==> src/rtl/core/fnvh_pkg.sv <==
// types and constants shared by the 256-bit fnv-1a style header hash core (prime 0x163 only)
// no dependencies
package fnvh_pkg;

    typedef logic [63:0] lane_t;
    typedef logic [8:0]  carry_t;

    localparam int LANE_W  = 64;
    localparam int CARRY_W = 9;
    localparam int PROD_W  = LANE_W + CARRY_W;

    // 0x163 = 256 + 64 + 32 + 2 + 1
    localparam carry_t PRIME = 9'h163;

    // offset basis, lane 0 most significant
    localparam lane_t BASIS_0 = 64'hdd268dbcaae09484;
    localparam lane_t BASIS_1 = 64'hdb9f6aae0c414b41;
    localparam lane_t BASIS_2 = 64'h217224d10d3b261d;
    localparam lane_t BASIS_3 = 64'hc4ef15815a2ef065;

    localparam logic [1:0] REG_VERSION        = 2'd0;
    localparam logic [1:0] REG_EPOCH          = 2'd1;
    localparam logic [1:0] REG_MESSAGE_LENGTH = 2'd2;

    localparam logic [1:0] LAST_LANE = 2'd3;

endpackage

==> src/rtl/core/fnvh_mac.sv <==
// shared multiply-accumulate unit: one 64-bit lane times the prime plus carry-in
// depends on fnvh_pkg
module fnvh_mac
    import fnvh_pkg::*;
(
    input  lane_t  lane_in,
    input  carry_t carry_in,
    output lane_t  lane_out,
    output carry_t carry_out
);

    logic [PROD_W-1:0] prod;

    assign prod      = PROD_W'(lane_in) * PROD_W'(PRIME) + PROD_W'(carry_in);
    assign lane_out  = prod[LANE_W-1:0];
    assign carry_out = prod[PROD_W-1:LANE_W];

endmodule

==> src/rtl/core/fnv1a_256_header_hash_top.sv <==
// 256-bit fnv-1a style header hash core, top level; the multiplier is 0x163, not the full fnv-256 prime
// flow: each data byte is latched, then takes 4 lane multiplies through fnvh_mac, and in_stall stays
// high until they are done; the first byte of a message is preceded by the 16-byte header fold
// output: after the last byte the 4 hash words follow, one per cycle while out_stall is low; the
// input stays stalled through the hand-over, longer while a previous hash is still draining
// reset: hash at offset basis, header pending, version 0, epoch 0, message length 1
module fnv1a_256_header_hash_top
    import fnvh_pkg::*;
(
    input  logic        clk,
    input  logic        rst_n,
    input  logic        in_valid,
    output logic        in_stall,
    input  logic [7:0]  data_byte,
    output logic        out_valid,
    input  logic        out_stall,
    output logic [63:0] hash_word,
    output logic [1:0]  word_index,
    output logic        last_word,
    input  logic        cfg_we,
    input  logic [1:0]  cfg_index,
    input  logic [63:0] cfg_data
);

    typedef enum logic [1:0] {
        ST_IDLE,
        ST_HDR,
        ST_DATA,
        ST_DONE
    } state_t;

    state_t        state_reg;
    logic [31:0]   abi_reg;
    logic [63:0]   epoch_reg;
    logic [31:0]   length_reg;
    lane_t         hash_reg [4];
    logic          hdr_pending_reg;
    logic [31:0]   seen_reg;
    logic          final_reg;
    logic [7:0]    data_reg;
    logic [3:0]    byte_cnt_reg;
    logic [1:0]    step_reg;
    carry_t        carry_reg;
    lane_t         obuf_reg [4];
    logic          out_valid_reg;
    logic [1:0]    idx_reg;

    logic [127:0]  hdr_vec;
    logic [127:0]  hdr_shift;
    logic [7:0]    cur_byte;
    lane_t         mac_in;
    lane_t         mac_out;
    carry_t        mac_carry;
    logic [32:0]   seen_inc;
    logic          in_take;
    logic          out_take;

    assign hdr_vec   = {abi_reg, epoch_reg, length_reg};
    // header byte k sits at bit 8*(15-k)
    assign hdr_shift = hdr_vec >> {~byte_cnt_reg, 3'b000};
    assign cur_byte  = (state_reg == ST_HDR) ? hdr_shift[7:0] : data_reg;
    // byte is folded into the low lane before its first multiply
    assign mac_in    = hash_reg[3] ^ ((step_reg == 2'd0) ? {56'd0, cur_byte} : '0);
    assign seen_inc  = {1'b0, seen_reg} + 33'd1;

    assign in_stall  = (state_reg != ST_IDLE);
    assign in_take   = in_valid && !in_stall;
    assign out_take  = out_valid_reg && !out_stall;

    assign out_valid  = out_valid_reg;
    assign hash_word  = obuf_reg[0];
    assign word_index = idx_reg;
    assign last_word  = (idx_reg == LAST_LANE);

    fnvh_mac u_mac (
        .lane_in   (mac_in),
        .carry_in  (carry_reg),
        .lane_out  (mac_out),
        .carry_out (mac_carry)
    );

    always_ff @(posedge clk or negedge rst_n)
    begin
        if (!rst_n)
        begin
            state_reg       <= ST_IDLE;
            abi_reg         <= '0;
            epoch_reg       <= '0;
            length_reg      <= 32'd1;
            hash_reg[0]     <= BASIS_0;
            hash_reg[1]     <= BASIS_1;
            hash_reg[2]     <= BASIS_2;
            hash_reg[3]     <= BASIS_3;
            hdr_pending_reg <= 1'b1;
            seen_reg        <= '0;
            final_reg       <= 1'b0;
            data_reg        <= '0;
            byte_cnt_reg    <= '0;
            step_reg        <= '0;
            carry_reg       <= '0;
            obuf_reg[0]     <= '0;
            obuf_reg[1]     <= '0;
            obuf_reg[2]     <= '0;
            obuf_reg[3]     <= '0;
            out_valid_reg   <= 1'b0;
            idx_reg         <= '0;
        end
        else
        begin
            if (cfg_we)
            begin
                case (cfg_index)
                    REG_VERSION:        abi_reg    <= cfg_data[31:0];
                    REG_EPOCH:          epoch_reg  <= cfg_data;
                    REG_MESSAGE_LENGTH: length_reg <= cfg_data[31:0];
                    default: ;
                endcase
            end

            if (out_take)
            begin
                obuf_reg[0] <= obuf_reg[1];
                obuf_reg[1] <= obuf_reg[2];
                obuf_reg[2] <= obuf_reg[3];
                idx_reg     <= idx_reg + 2'd1;
                if (idx_reg == LAST_LANE)
                begin
                    out_valid_reg <= 1'b0;
                end
            end

            case (state_reg)
                ST_IDLE:
                begin
                    if (in_take)
                    begin
                        data_reg     <= data_byte;
                        byte_cnt_reg <= '0;
                        step_reg     <= '0;
                        carry_reg    <= '0;
                        // zero length behaves like one
                        if (seen_inc >= {1'b0, length_reg})
                        begin
                            final_reg <= 1'b1;
                            seen_reg  <= '0;
                        end
                        else
                        begin
                            final_reg <= 1'b0;
                            seen_reg  <= seen_inc[31:0];
                        end
                        state_reg <= hdr_pending_reg ? ST_HDR : ST_DATA;
                    end
                end
                ST_HDR, ST_DATA:
                begin
                    // lanes rotate so the unit always works on position 3
                    hash_reg[0] <= mac_out;
                    hash_reg[1] <= hash_reg[0];
                    hash_reg[2] <= hash_reg[1];
                    hash_reg[3] <= hash_reg[2];
                    step_reg    <= step_reg + 2'd1;
                    if (step_reg == LAST_LANE)
                    begin
                        carry_reg <= '0;
                        if (state_reg == ST_HDR)
                        begin
                            byte_cnt_reg <= byte_cnt_reg + 4'd1;
                            if (byte_cnt_reg == 4'd15)
                            begin
                                hdr_pending_reg <= 1'b0;
                                state_reg       <= ST_DATA;
                            end
                        end
                        else
                        begin
                            state_reg <= final_reg ? ST_DONE : ST_IDLE;
                        end
                    end
                    else
                    begin
                        carry_reg <= mac_carry;
                    end
                end
                ST_DONE:
                begin
                    // wait for the previous hash to drain, then hand over and re-arm
                    if (!out_valid_reg)
                    begin
                        obuf_reg[0]     <= hash_reg[0];
                        obuf_reg[1]     <= hash_reg[1];
                        obuf_reg[2]     <= hash_reg[2];
                        obuf_reg[3]     <= hash_reg[3];
                        out_valid_reg   <= 1'b1;
                        idx_reg         <= '0;
                        hash_reg[0]     <= BASIS_0;
                        hash_reg[1]     <= BASIS_1;
                        hash_reg[2]     <= BASIS_2;
                        hash_reg[3]     <= BASIS_3;
                        hdr_pending_reg <= 1'b1;
                        state_reg       <= ST_IDLE;
                    end
                end
                default:
                begin
                    state_reg <= ST_IDLE;
                end
            endcase
        end
    end

endmodule
==> config.mk <==
export PLATFORM = sky130hd
export DESIGN_NAME = fnv1a_256_header_hash_top
export DESIGN_NICKNAME = d
export VERILOG_FILES = /design/src/rtl/core/fnvh_pkg.sv /design/src/rtl/core/fnvh_mac.sv /design/src/rtl/core/fnv1a_256_header_hash_top.sv
export SDC_FILE = /design/constraint.sdc
export NUM_CORES = 2
export LEC_CHECK = 0
export BUFFER_PORTS_ARGS = -buffer_cell sky130_fd_sc_hd__clkbuf_2
export CORE_MARGIN = 3
export CORE_UTILIZATION = 30
export DETAILED_ROUTE_END_ITERATION = 12
export SETUP_SLACK_MARGIN = 0.4
export SLEW_MARGIN = 20
export SYNTH_ARGS = -nofsm -noshare
export SYNTH_HDL_FRONTEND = slang
export SYNTH_HIERARCHICAL = 1
export SYNTH_SLANG_ARGS = --single-unit
==> constraint.sdc <==
create_clock -name clk -period 8.4 [get_ports clk]
set_input_delay 0.84 -clock clk [delete_from_list [all_inputs] [get_ports clk]]
set_output_delay 0.84 -clock clk [all_outputs]
set_load 0.01 [all_outputs]
==> impl_metrics.toml <==
[status]
outcome = "finished, final reports clean"

[grt]
first_global_vias = 30000
grt.overflow.total = 0
number_of_antenna_violations_at_the_first_check_in_global_routing = 1
grt_pass1_wl_um = 176000
pin_count_of_the_biggest_net_entering_global_routing = 174
globalRouteTotalUtil_pct = 15.2

[route]
remaining_drc_errors = 0
route.final.wire_length_um = 110000
antenna_left = 0
detailroute.via_count = 29000
first_iter_violations = 2020
detailedRoute.firstPassIterationCount = 5
routedWlPerCell_um = 19.2
detail_route.vias_per_cell = 5.04

[cts]
insertion_delay_ns = 0.71
cts.clk_slew.worst_paths_ns = 0.06
cts_inserted_buffers = 80
cts.sink_count = 702
cts.repair_timing.setup_buffer_count = 0
cts.path.max_buffers = 3
clock-root-buffer = "sky130_fd_sc_hd__clkbuf_16"
tritoncts = "done"
cts-htree-levels = 3

[logic_synthesis]
postSynthNetCount = 4482
synth_cells = 3833
ys_seq_area_share_pct = 42.1
synth-main-ff-cell = "sky130_fd_sc_hd__dfrtp_1"
yosys.cell_types.count = 90
synth_top_cell_area_share_pct = 34.6
largest_cells_by_area_after_synthesis = "sky130_fd_sc_hd__dfrtp_1 (35%), sky130_fd_sc_hd__ha_1 (11%), sky130_fd_sc_hd__fa_1 (8.8%), sky130_fd_sc_hd__dfstp_2 (7.6%), sky130_fd_sc_hd__nand2_1 (5.2%)"
synth_area_um2 = 42000
yosysMostFrequentCell = "sky130_fd_sc_hd__nand2_1"
postSynth.asyncResetShare_pct = 100
ys_top_cells_by_count = "sky130_fd_sc_hd__nand2_1 (588), sky130_fd_sc_hd__dfrtp_1 (581), sky130_fd_sc_hd__ha_1 (386)"
mean_area_per_synthesized_cell_um2 = 11.0
ys_ff_latch = 702
synth_top_area_cell = "sky130_fd_sc_hd__dfrtp_1"
yosys_warnings = 6
synth_enable_flop_cells = 0

[critical_path]
setup.worst_path.start_class = "flop"
critical_path.top_delay_family = "adder cells"
crit_fanout = 24
path_cells = "buf_12 > mux4_2 > mux4_2 > mux2_2 > nand2_1 > xnor2_1 > ha_1 > fa_1 > fa_1 > fa_1 > ha_1 > ha_1 > and4_1 > nand3_1 > a21oi_1 > nor2_1 > o21ai_1 > a21o_1 > nand2_1 > o31ai_2 > or3b_1 > o211ai_1 > nand2_1 > o21ai_0"
critical_path.endpoint_type = "flop"
worstRegToRegCells = 24
ff2ff_setup_slack_ns = 1.01
critical_path_buf_inv_count = 1
worst_path_required_ns = 8.99
timing.critical_path.slowest_stage_cell = "sky130_fd_sc_hd__dfrtp_4"
worst_ep_arrival_time_ns = 7.98
worstSetupPathType = "reg2reg"
max_stage_delay_ns = 0.58
worst_r2r_startpoint = "byte_cnt_reg[0]"
rr_endpoint = "carry_reg[2]"

[timing]
max_slew.worst_pin.slew_ns = 1.05
setup_total_negative_slack_ns = 0
worst_hold_slack_ns = 0.212
clock_tree_skew_after_final_layout_ns = 0.0511
timing.final.crit_period_ns = 7.39
worst_slew_slack_as_a_fraction_of_its_limit_pct = 30.2
timing.final.ws_setup_ns = 1.01
post-route-period-util_pct = 87.9
hold_viol = 0
fmax_mhz = 135
timing_max_transition_violations_final = 0
final-setup-viol-count = 0
grt_setup_unrepaired = "no"

[die]
ioPinCount = 148
initial_core_util_pct = 30.4
die_h_um = 380
die_w_um = 380
fp.coreArea_um2 = 138000
dieArea_um2 = 145000
row_count = 136

[cells_and_area]
nFillCells = 13800
num-nets-final = 4463
largest_reg_flops = 256
layout-area-overhead-vs-synth_pct = 11.6
stdcell_area_um2 = 46900
drive_gt1_share_pct = 17.2
ant_cells = 0

[placed_design]
dpl-instance-area_um2 = 44100
dp.final_hpwl_um = 76200
buffer_ports.inserted = 147
place_ws_ns = 0.906
gp_routability_congestion = 0.870

[min_path]
min-delay-path-class = "in2async"

[job]
maxcap_violations = 0
worst max-delay path by stage:
| stage | to | depth (start not counted) | start | slack (ns) |
|---|---|---|---|---|
| floorplan | hash_reg[220] | 28 | byte_cnt_reg[1] | 1.66 |
| global placement | carry_reg[8] | 27 | byte_cnt_reg[0] | 0.96 |
| detailed placement | carry_reg[8] | 26 | byte_cnt_reg[1] | 0.91 |
| CTS | carry_reg[8] | 26 | byte_cnt_reg[0] | 0.80 |
| global route | carry_reg[8] | 26 | byte_cnt_reg[0] | 0.49 |
| finish | carry_reg[2] | 24 | byte_cnt_reg[0] | 1.01 |
cells in the final DEF (no fill, tap or decap), drive strengths merged, types with 30 or more instances in the layout:
master / instances
mux4: 40
buf: 35
a22o: 151
nand2: 588
clkbuf: 265
inv: 188
ha: 386
mux2: 139
dfrtp: 581
nor3: 30
a21oi: 95
o22ai: 78
xor2: 39
nand3: 38
nand4: 31
o22a: 119
o21ai: 73
nor2: 231
fa: 184
a21o: 43
dfstp: 121
xnor2: 72
a22oi: 115
area by class of cell:
cell class | count | area (µm²) | area share (%)
Inverter | 183 | 687 | 1.46
Sequential cell | 702 | 17700 | 37.8
Clock buffer | 119 | 2350 | 5.01
Timing Repair Buffer | 181 | 1050 | 2.24
Multi-Input combinational cell | 2666 | 22300 | 47.6
Clock inverter | 30 | 429 | 0.915
Tap cell | 1863 | 2330 | 4.97
metal layers:
layer  global-route usage, %  up-vias  share of wire, %
met4                    3.55        2               2.0
li1                        -    13400                 -
met2                    22.8      642                44
met5                       0        -             0.010
met1                    22.0    14800                48
met3                    3.60      124               6.1
through the flow:
stage               instances  util (%)
detailed placement       5595      31.9
floorplan                3833         -
finish                   5744      33.9
global placement         5595      31.9
CTS                      5744      33.9
global route             5744      33.9
timing repair:
item                       in CTS  in global routing
gates resized for setup         0                  3
hold buffers                    0                  0
setup endpoints to repair       0                  2
worst register-to-register path: cells and delay by family, from the launching register on:
| family | cells | cell delay [ns] |
|---|---|---|
| adder cells (fa/ha/maj) | 6 | 2.43 |
| multiplexers | 3 | 1.35 |
| AO/OA/AOI/OAI | 6 | 1.30 |
| AND/OR/NAND/NOR | 7 | 1.11 |
| flip-flops | 1 | 0.58 |
| XOR/XNOR | 1 | 0.28 |
| buffers and inverters | 1 | 0.25 |
logic make-up (layout without fill, tap and decap cells):
kind of cell | Yosys count | after routing | share of synthesized area [%]
adder cells (fa/ha/maj) | 570 | 570 | 20.2
buffers and inverters | 465 | 513 | 5.00
AO/OA/AOI/OAI | 799 | 799 | 14.2
multiplexers | 182 | 182 | 5.94
XOR/XNOR | 111 | 111 | 2.31
AND/OR/NAND/NOR | 1004 | 1004 | 10.2
flip-flops | 702 | 702 | 42.1
Power is left out: the tool's default activity adds up to more than one toggle a clock period on the data nets, which glitch-free logic cannot reach.
